--- src/rtl/dnle_pkg.sv ---
// Shared types and constants of the DNS name label encoder.
// No dependencies; used by every module of the block.
`timescale 1ns / 1ps

package dnle_pkg;

   localparam int MAX_LABEL = 62;
   localparam int CNT_W     = $clog2(MAX_LABEL + 1);
   localparam int ADDR_W    = (MAX_LABEL > 1) ? $clog2(MAX_LABEL) : 1;

   localparam logic [7:0] DOT_CHAR = 8'd46;

   // Output byte source.
   localparam logic [1:0] SEL_LEN  = 2'd0;
   localparam logic [1:0] SEL_CHAR = 2'd1;
   localparam logic [1:0] SEL_ZERO = 2'd2;

   typedef struct packed {
      logic [7:0] char_in;
      logic       is_terminator;
   } req_type;

   typedef struct packed {
      logic [7:0] byte_out;
      logic       run_last;
      logic       name_done;
      logic       overflow;
   } rsp_type;

   typedef struct packed {
      logic       store_char;
      logic       cnt_clr;
      logic       ovf_clr;
      logic       idx_clr;
      logic       idx_inc;
      logic       rd_en;
      logic       out_load;
      logic [1:0] out_sel;
      logic       out_last;
      logic       out_done;
   } ctrl_cmd_type;

   typedef struct packed {
      logic cnt_zero;
      logic idx_end;
      logic out_free;
      logic req_dot;
   } ctrl_stat_type;

endpackage

--- src/rtl/dnle_ctrl.sv ---
// Sequencer of the label encoder: accepts beats and steps through label flushes.
// Depends on dnle_pkg; drives dnle_dpath through command and status structs.
`timescale 1ns / 1ps

module dnle_ctrl (
   input  logic                   clock,
   input  logic                   reset,
   input  logic                   req_valid,
   input  logic                   req_term,
   output logic                   req_stall,
   input  dnle_pkg::ctrl_stat_type stat,
   output dnle_pkg::ctrl_cmd_type  cmd
);

   localparam logic [2:0] ST_IDLE = 3'd0;
   localparam logic [2:0] ST_LEN  = 3'd1;
   localparam logic [2:0] ST_RD   = 3'd2;
   localparam logic [2:0] ST_EMIT = 3'd3;
   localparam logic [2:0] ST_ZERO = 3'd4;

   logic [2:0] state_ff, state_in;
   logic       term_ff, term_in;

   always_comb begin
      state_in  = state_ff;
      term_in   = term_ff;
      cmd       = '0;
      cmd.out_sel = dnle_pkg::SEL_LEN;
      req_stall = 1'b1;
      unique case (state_ff)
         ST_IDLE: begin
            req_stall = 1'b0;
            if (req_valid) begin
               if (req_term) begin
                  term_in  = 1'b1;
                  state_in = stat.cnt_zero ? ST_ZERO : ST_LEN;
               end else if (stat.req_dot) begin
                  term_in  = 1'b0;
                  state_in = ST_LEN;
               end else begin
                  cmd.store_char = 1'b1;
               end
            end
         end
         ST_LEN: begin
            if (stat.out_free) begin
               cmd.out_load = 1'b1;
               cmd.out_sel  = dnle_pkg::SEL_LEN;
               // Only a dot reaches here with an empty label.
               cmd.out_last = stat.cnt_zero;
               cmd.idx_clr  = 1'b1;
               if (stat.cnt_zero) begin
                  cmd.cnt_clr = 1'b1;
                  state_in    = ST_IDLE;
               end else begin
                  state_in = ST_RD;
               end
            end
         end
         ST_RD: begin
            cmd.rd_en = 1'b1;
            state_in  = ST_EMIT;
         end
         ST_EMIT: begin
            if (stat.out_free) begin
               cmd.out_load = 1'b1;
               cmd.out_sel  = dnle_pkg::SEL_CHAR;
               cmd.out_last = stat.idx_end && !term_ff;
               cmd.idx_inc  = 1'b1;
               if (stat.idx_end) begin
                  cmd.cnt_clr = 1'b1;
                  state_in    = term_ff ? ST_ZERO : ST_IDLE;
               end else begin
                  state_in = ST_RD;
               end
            end
         end
         ST_ZERO: begin
            if (stat.out_free) begin
               cmd.out_load = 1'b1;
               cmd.out_sel  = dnle_pkg::SEL_ZERO;
               cmd.out_last = 1'b1;
               cmd.out_done = 1'b1;
               cmd.cnt_clr  = 1'b1;
               cmd.ovf_clr  = 1'b1;
               state_in     = ST_IDLE;
            end
         end
         default: begin
            state_in = ST_IDLE;
         end
      endcase
   end

   always_ff @(posedge clock) begin
      if (reset) begin
         state_ff <= ST_IDLE;
         term_ff  <= 1'b0;
      end else begin
         state_ff <= state_in;
         term_ff  <= term_in;
      end
   end

endmodule

--- src/rtl/dnle_dpath.sv ---
// Datapath of the label encoder: label memory, counters and the output register.
// Depends on dnle_pkg; commanded by dnle_ctrl.
`timescale 1ns / 1ps

module dnle_dpath (
   input  logic                    clock,
   input  logic                    reset,
   input  dnle_pkg::req_type       req_data,
   input  dnle_pkg::ctrl_cmd_type  cmd,
   output dnle_pkg::ctrl_stat_type stat,
   output logic                    rsp_valid,
   input  logic                    rsp_stall,
   output dnle_pkg::rsp_type       rsp_data
);

   logic [7:0]                   label_store_ff [dnle_pkg::MAX_LABEL];
   logic [7:0]                   rd_data_ff;
   logic [dnle_pkg::CNT_W-1:0]   label_count_ff, label_count_in;
   logic                         overflow_seen_ff, overflow_seen_in;
   logic [dnle_pkg::ADDR_W-1:0]  idx_ff, idx_in;
   logic                         rsp_valid_ff, rsp_valid_in;
   dnle_pkg::rsp_type            rsp_data_ff, rsp_data_in;
   logic                         cnt_full;
   logic                         do_write;

   assign cnt_full = (label_count_ff == dnle_pkg::CNT_W'(dnle_pkg::MAX_LABEL));
   assign do_write = cmd.store_char && !cnt_full;

   assign stat.cnt_zero = (label_count_ff == '0);
   assign stat.idx_end  = ((dnle_pkg::CNT_W'(idx_ff) + 1'b1) == label_count_ff);
   assign stat.out_free = !rsp_valid_ff || !rsp_stall;
   assign stat.req_dot  = (req_data.char_in == dnle_pkg::DOT_CHAR);

   always_comb begin
      label_count_in = label_count_ff;
      if (cmd.cnt_clr) begin
         label_count_in = '0;
      end else if (do_write) begin
         label_count_in = label_count_ff + 1'b1;
      end
   end

   // Characters past the label limit are dropped and mark the whole name.
   always_comb begin
      overflow_seen_in = overflow_seen_ff;
      if (cmd.ovf_clr) begin
         overflow_seen_in = 1'b0;
      end else if (cmd.store_char && cnt_full) begin
         overflow_seen_in = 1'b1;
      end
   end

   always_comb begin
      idx_in = idx_ff;
      if (cmd.idx_clr) begin
         idx_in = '0;
      end else if (cmd.idx_inc) begin
         idx_in = idx_ff + 1'b1;
      end
   end

   always_comb begin
      rsp_data_in = rsp_data_ff;
      if (cmd.out_load) begin
         case (cmd.out_sel)
            dnle_pkg::SEL_LEN:  rsp_data_in.byte_out = 8'(label_count_ff);
            dnle_pkg::SEL_CHAR: rsp_data_in.byte_out = rd_data_ff;
            default:            rsp_data_in.byte_out = 8'd0;
         endcase
         rsp_data_in.run_last  = cmd.out_last;
         rsp_data_in.name_done = cmd.out_done;
         rsp_data_in.overflow  = overflow_seen_ff;
      end
   end

   always_comb begin
      rsp_valid_in = rsp_valid_ff;
      if (cmd.out_load) begin
         rsp_valid_in = 1'b1;
      end else if (!rsp_stall) begin
         rsp_valid_in = 1'b0;
      end
   end

   always_ff @(posedge clock) begin
      if (do_write) begin
         label_store_ff[label_count_ff[dnle_pkg::ADDR_W-1:0]] <= req_data.char_in;
      end
      if (cmd.rd_en) begin
         rd_data_ff <= label_store_ff[idx_ff];
      end
   end

   always_ff @(posedge clock) begin
      if (reset) begin
         label_count_ff   <= '0;
         overflow_seen_ff <= 1'b0;
         idx_ff           <= '0;
         rsp_valid_ff     <= 1'b0;
      end else begin
         label_count_ff   <= label_count_in;
         overflow_seen_ff <= overflow_seen_in;
         idx_ff           <= idx_in;
         rsp_valid_ff     <= rsp_valid_in;
      end
      rsp_data_ff <= rsp_data_in;
   end

   assign rsp_valid = rsp_valid_ff;
   assign rsp_data  = rsp_data_ff;

endmodule

--- src/rtl/dns_name_label_encoder.sv ---
// DNS name label encoder: dotted name in, one character per beat; wire form out.
// Usage: req_data carries char_in and is_terminator; a beat moves on valid high,
// stall low. Plain characters are buffered in a label memory and give no output.
// A dot emits the length byte and the buffered characters; the terminator emits
// the pending label if it is not empty, then the closing zero with name_done.
// run_last marks the final rsp beat caused by one req beat.
// A plain character never stalls the input. A flush steps through the
// accepting beat, the length byte, and a read and an emit per character, since
// the label memory has one registered read port; the closing zero comes last.
// The length byte is loaded in ST_LEN, once the output register is free.
// The output register lets a new req beat in while the last rsp beat waits.
// A stall on rsp holds rsp_data and pauses the flush; req_stall is high while
// a flush is in progress. Reset clears the label count and overflow flag and
// drops any pending rsp beat; the memory itself is not cleared.
// Depends on dnle_pkg, dnle_ctrl and dnle_dpath.
`timescale 1ns / 1ps

module dns_name_label_encoder (
   input  logic              clock,
   input  logic              reset,
   input  logic              req_valid,
   output logic              req_stall,
   input  dnle_pkg::req_type req_data,
   output logic              rsp_valid,
   input  logic              rsp_stall,
   output dnle_pkg::rsp_type rsp_data
);

   dnle_pkg::ctrl_cmd_type  cmd;
   dnle_pkg::ctrl_stat_type stat;

   dnle_ctrl u_ctrl (
      .clock     (clock),
      .reset     (reset),
      .req_valid (req_valid),
      .req_term  (req_data.is_terminator),
      .req_stall (req_stall),
      .stat      (stat),
      .cmd       (cmd)
   );

   dnle_dpath u_dpath (
      .clock     (clock),
      .reset     (reset),
      .req_data  (req_data),
      .cmd       (cmd),
      .stat      (stat),
      .rsp_valid (rsp_valid),
      .rsp_stall (rsp_stall),
      .rsp_data  (rsp_data)
   );

endmodule

--- config.mk ---
export PLATFORM = sky130hd
export DESIGN_NAME = dns_name_label_encoder
export DESIGN_NICKNAME = d
export VERILOG_FILES = /design/src/rtl/dnle_pkg.sv /design/src/rtl/dnle_ctrl.sv /design/src/rtl/dnle_dpath.sv /design/src/rtl/dns_name_label_encoder.sv
export SDC_FILE = /design/constraint.sdc
export NUM_CORES = 1
export LEC_CHECK = 0
export BUFFER_PORTS_ARGS = -buffer_cell sky130_fd_sc_hd__buf_2
export CORE_MARGIN = 2
export CORE_UTILIZATION = 45
export CTS_BUF_LIST = sky130_fd_sc_hd__clkbuf_16
export CTS_CLUSTER_DIAMETER = 150
export CTS_CLUSTER_SIZE = 12
export DETAILED_ROUTE_END_ITERATION = 10
export MAX_ROUTING_LAYER = met4
export PLACE_DENSITY = 0.63
export SYNTH_ARGS = -nofsm -noshare
export SYNTH_HDL_FRONTEND = slang
export SYNTH_HIERARCHICAL = 1
export SYNTH_SLANG_ARGS = --single-unit
--- constraint.sdc ---
create_clock -name clock -period 2.9 [get_ports clock]
set_clock_uncertainty 0.05 [all_clocks]
set_input_delay 0.29 -clock clock [delete_from_list [all_inputs] [get_ports clock]]
set_output_delay 0.29 -clock clock [all_outputs]
set_load 0.1 [all_outputs]
-- Yosys cells after proc, flatten, opt, wreduce, memory -nomap -nowiden
Memory sizes are Yosys's and may differ from the RTL's. A register that Yosys moved wholly into a read port is not among the register bits.
Index checks and enable logic that the tools add are counted.
- RAM bits: 496
- ROM bits: 0
- output and inout port bits: 13
- memories: 1
- bits in latches: 0
- register bits after elaboration: 29
- bitwise logic cells: 0
- multipliers: 0
- shift operators: 0
- equal/unequal tests: 14
- mux-type cells: 38
- add/subtract/negate cells: 2
- $lt $le $gt $ge: 0
- reductions and logical operators: 17
- div/mod/pow operators: 0
- memory list (memory ; words ; bits a word ; rd ports ; clocked after memory_dff ; write ports ; line ; text):
    u_dpath.label_store_ff ; 62 ; 8 ; 1 ; 1 ; 1 ; dnle_dpath.sv:16 ; logic [7:0] label_store_ff [dnle_pkg::MAX_LABEL];
- operators by type and width (kind ; count):
    $mux 3 ; 9
    $mux 1 ; 20
    $pmux 8 s2 ; 1
    $pmux 3 s5 ; 1
    $add 6x1->6 const B ; 2
    $pmux 4 s3 ; 1
    $eq 8x6->1 const B ; 1
    $mux 4 ; 2
    $ne 2x2->1 const B ; 4
    $eq 3x2->1 const B ; 2
    $eq 6x6->1 ; 1
    $eq 6x6->1 const B ; 1
    $logic_not 6->1 ; 1
    $reduce_or 2->1 ; 3
    $mux 5 ; 1
    $reduce_and 5->1 ; 1
    $logic_not 1->1 ; 4
    $mux 2 ; 2
    $eq 3x1->1 const B ; 1
    $eq 3x3->1 const B ; 1
    $logic_and 1x1->1 ; 3
    $logic_not 3->1 ; 1
    $ne 3x3->1 const B ; 1
    $pmux 1 s3 ; 1
    other kinds (6) ; 6

-- Depth between registers and ports, before layout
- depth in word-level cells: 8
- depth in mapped cells: 16
- mapped depth without buffers: 12

-- Hierarchy
The synthesis kept the hierarchy.
- by module, submodules not included (module ; seq. area each (sq um) ; area each (sq um) ; times used ; cells each):
    dnle_dpath ; 15745.1 ; 20662.3 ; 1 ; 1026
    dnle_ctrl ; 80.1 ; 357.8 ; 1 ; 54

-- Least setup slack after synthesis
OpenSTA, ideal clock, no wires.
- kind: flip-flop to flip-flop
- start: reg u_dpath/idx_ff[0] in the netlist's numbering
- end: reg u_dpath/label_count_ff[0] in the netlist's numbering
- path slack: 483 ps
- path buffers: 5
- arrival time: 2247 ps
- library setup time: 121 ps
- cell stages (with the launch flop): 17
- clock period less this slack: 2417 ps
- cells stage by stage: dfxtp_1 -> buf_2 -> buf_6 -> buf_6 -> buf_6 -> and3_1 -> nand3_1 -> o21ai_0 -> a32oi_1 -> nor4_1 -> nand2_1 -> nand2_1 -> a21oi_1 -> nor2_1 -> or2_2 -> buf_1 -> nor2_1
- RTL lines (item ; line ; text):
    from (decl) ; dnle_dpath.sv:20 ; logic [dnle_pkg::ADDR_W-1:0] idx_ff, idx_in;
    from (signal assigned) ; dnle_dpath.sv:103 ; idx_ff <= idx_in;
    to (signal assigned) ; dnle_dpath.sv:101 ; label_count_ff <= label_count_in;
    to (decl) ; dnle_dpath.sv:18 ; logic [dnle_pkg::CNT_W-1:0] label_count_ff, label_count_in;

==> metrics.cfg <==
[run_status]
status=finished, final reports clean

[sta]
layout_setup_ws_ns=0.1370
fin_crit_sh=0.9528
slew_headroom=0.3774
max_slew.worst_pin.slew_ns=0.9305
max_freq_mhz=361.9
slew_violations=0
rsz0062_at_grt=no
setup_viol=0
fin_setup_tns_ns=0
min_period_ns=2.763
whs_ns=0.03117
hold_viol_final=0

[power]
leakagePower_nw=7.527
irDropWorstVdd_mv=0.5269
power_frac_comb=0.031
power.total_mw=14.79
power_switching_mw=2.997
clkPwrFrac=0.396
swShare=0.2026
power.density_nw_per_um2=616.6
p_int_mw=11.80
pwr-share-seq=0.573

[worst_setup_path]
cp_max_fo=8
r2r_start=u_ctrl/state_ff[2]$_SDFFE_PP0P_
path_buf_inv=3
critPathTopFamily=simple AND/OR/NAND/NOR gates
cp.required_ns=3.07
max_stage_delay_ns=0.61
reg2regPathDepth=9
crit_path_end_kind=flip-flop
reg2reg_slack_ns=0.14
r2r_end=u_dpath/label_store_ff[3][0]$_DFFE_PP_
path_cells=nor3_4 -> nand2_1 -> nor3_1 -> buf_4 -> inv_1 -> nor2_1 -> nand2_1 -> buf_4 -> nor2_1
crit_path_start_kind=flip-flop
cp_data_arrival_time_ns=2.93
path_class=flip-flop to flip-flop
cp_slowest_cell=nor2_1

[synthesis]
async_flop_share=0
avgSynthCellArea_sq_um=19.46
synth_ff_type=edfxtp_1
synth_edf_count=515
syn_inst=1080
yosys_warnings=6
synthDistinctLibCells=51
synth_nets=1097
netlist_area_sq_um=21020
ys_ff_latch=533
yosysSeqAreaShare=0.7529

[hold_path]
hold_end=u_dpath/label_store_ff[2][7]$_DFFE_PP_
min_path_type=primary input to flip-flop
whs_path_depth=1
worstHoldStart=req_data[8]

[drt]
first_pass_iters=7
vias=10770
viasPerCell=5.842
avgRoutedWirePerCell_um=26.12
drt_iter0_drc=1248
drt-total-wl_mm=48.17
route.detailed.drc=0
ant_nets=0

[die]
dieHeight_um=220.1
io-pin-count=26
row_count=79
core_area_sq_um=46360
start_util=0.4534
dieArea_sq_um=48460
die_w_um=220.1

[clock_network]
clock_sinks=533
clk_latency_ns=0.59
cts_root_buf=clkbuf_16
cts_buffers=50
cts_tree=done
cts.reportedPaths.clkPinSlew_ns=0.06
h-tree-depth=2
clk_path_buf_depth=3

[layout]
fin_cells=1844
design_area_sq_um=23990
area_growth_pct=14.15
mostFrequentLayoutCells=edfxtp_1 (515), mux4_2 (120), nor2_1 (110), buf_4 (101), clkbuf_16 (53)
post-route-util=0.5176
diodes=0
final_nets=1231
final_common_cell=edfxtp_1
drive_gt1_frac=0.2789

[job]
drv_cap=0

[placed_design]
dp_cells=1763
io_buffers=25
dp_hpwl_mm=30.82
dpl-instance-area_sq_um=22500
place.gp.congestion=0.9186
preCtsSetupSlack_ns=0.06029

[global_route]
grtUsageTotal=0.2104
gr-total-overflow=0
grt_pass1_vias=10510
antenna_found_initial=2
grt_pass1_wl_mm=71.01
grt_max_degree=63

## final cells by class
class / instances / area, sq um
Inverter: 9 / 33.78
Fill cell: 3639 / 22360
Timing Repair Buffer: 139 / 1084
Clock buffer: 53 / 1326
Multi-Input combinational cell: 481 / 4870
Sequential cell: 533 / 15830
Clock inverter: 22 / 87.58
Tap cell: 607 / 759.5
## metal layers
layer / vias to the layer above / GRT usage / share of wire
met4: 0 / 0.05794 / 0.023
li1: 4622 / - / -
met2: 494 / 0.3047 / 0.45
met3: 85 / 0.03546 / 0.079
met1: 5571 / 0.3111 / 0.44
met5: - / - / 0
## what timing repair did
action | CTS | global route
gates resized for setup | 0 | 8
endpoints found under the setup margin | 0 | 62
endpoints found under the hold margin | 9 | 0
hold buffers | 6 | 0
setup buffers | 0 | 0
## worst max path at each step
stage / cells after the start / to / startpoint
after floorplan: 16 / u_dpath/label_count_ff[0]$_SDFFE_PP0P_ / u_dpath/idx_ff[0]$_SDFFE_PP0P_
after global placement: 9 / u_dpath/label_store_ff[29][3]$_DFFE_PP_ / req_data[8]
after detailed placement: 9 / u_dpath/label_store_ff[45][1]$_DFFE_PP_ / req_data[8]
after CTS: 8 / u_dpath/label_store_ff[29][2]$_DFFE_PP_ / u_ctrl/state_ff[2]$_SDFFE_PP0P_
after global routing: 8 / u_dpath/label_store_ff[60][2]$_DFFE_PP_ / u_ctrl/state_ff[2]$_SDFFE_PP0P_
final: 9 / u_dpath/label_store_ff[3][0]$_DFFE_PP_ / u_ctrl/state_ff[2]$_SDFFE_PP0P_
## worst register-to-register path, cell delays in order, from the launching register on
cell and delay [ns]:
dfxtp_1 0.40, nor3_4 0.29, nand2_1 0.16, nor3_1 0.19
buf_4 0.17, inv_1 0.04, nor2_1 0.14, nand2_1 0.14
buf_4 0.19, nor2_1 0.62
## synthesized netlist by cell type, drive strengths merged, types with 3 or more instances
cell    instances  area, sq um
edfxtp        515        15460
mux4          120         2703
nor2          117        439.2
buf            42        259.0
nand2          32        120.1
o22ai          27        168.9
mux2i          21        210.2
dfxtp          18        360.4
mux2           16        180.2
a22oi          15        112.6
clkbuf         15        56.30
nor3           14        81.33
a21oi          11        55.05
o21ai          11        55.05
inv             9        33.78
nand3           9        45.04
nand2b          8        50.05
nor4            8        50.05
xnor2           7        61.31
and2            6        37.54
nor2b           6        37.54
xor2            6        52.55
a31oi           5        31.28
nand3b          5        37.54
or2             5        31.28
ha              4        50.05
and3            3        18.77
or3             3        18.77
or3b            3        26.28
## sequential cells by signal, indices dropped and copies added, names as in the netlist
signal / cells
u_ctrl/state_ff: 3
u_ctrl/term_ff: 1
u_dpath/idx_ff: 6
u_dpath/label_count_ff: 6
u_dpath/label_store_ff: 496
u_dpath/overflow_seen_ff: 1
u_dpath/rd_data_ff: 8
u_dpath/rsp_data: 11
u_dpath/rsp_valid: 1
## power by group through the flow
stage,clock (mW),sequential (mW),combinational (mW)
floorplan,0,8.75,0.123
global placement,0,8.65,0.441
detailed placement,0,8.65,0.449
CTS,5.99,8.48,0.455
global route,6.29,8.48,0.485
finish,5.86,8.48,0.453
## cell families (layout without fill, tap and decap cells)
logic type	after synthesis	count (layout)	share of synthesized area
and+or+nand+nor	224	224	0.04976
xor gates and xnor gates	13	13	0.005417
AOI/OAI and AO/OA	83	83	0.02583
adders and majority gates	4	4	0.002381
DFF	533	533	0.7529
buffers and inverters	66	223	0.01661
muxes	157	157	0.1471
(Power assumes the default switching activity.)
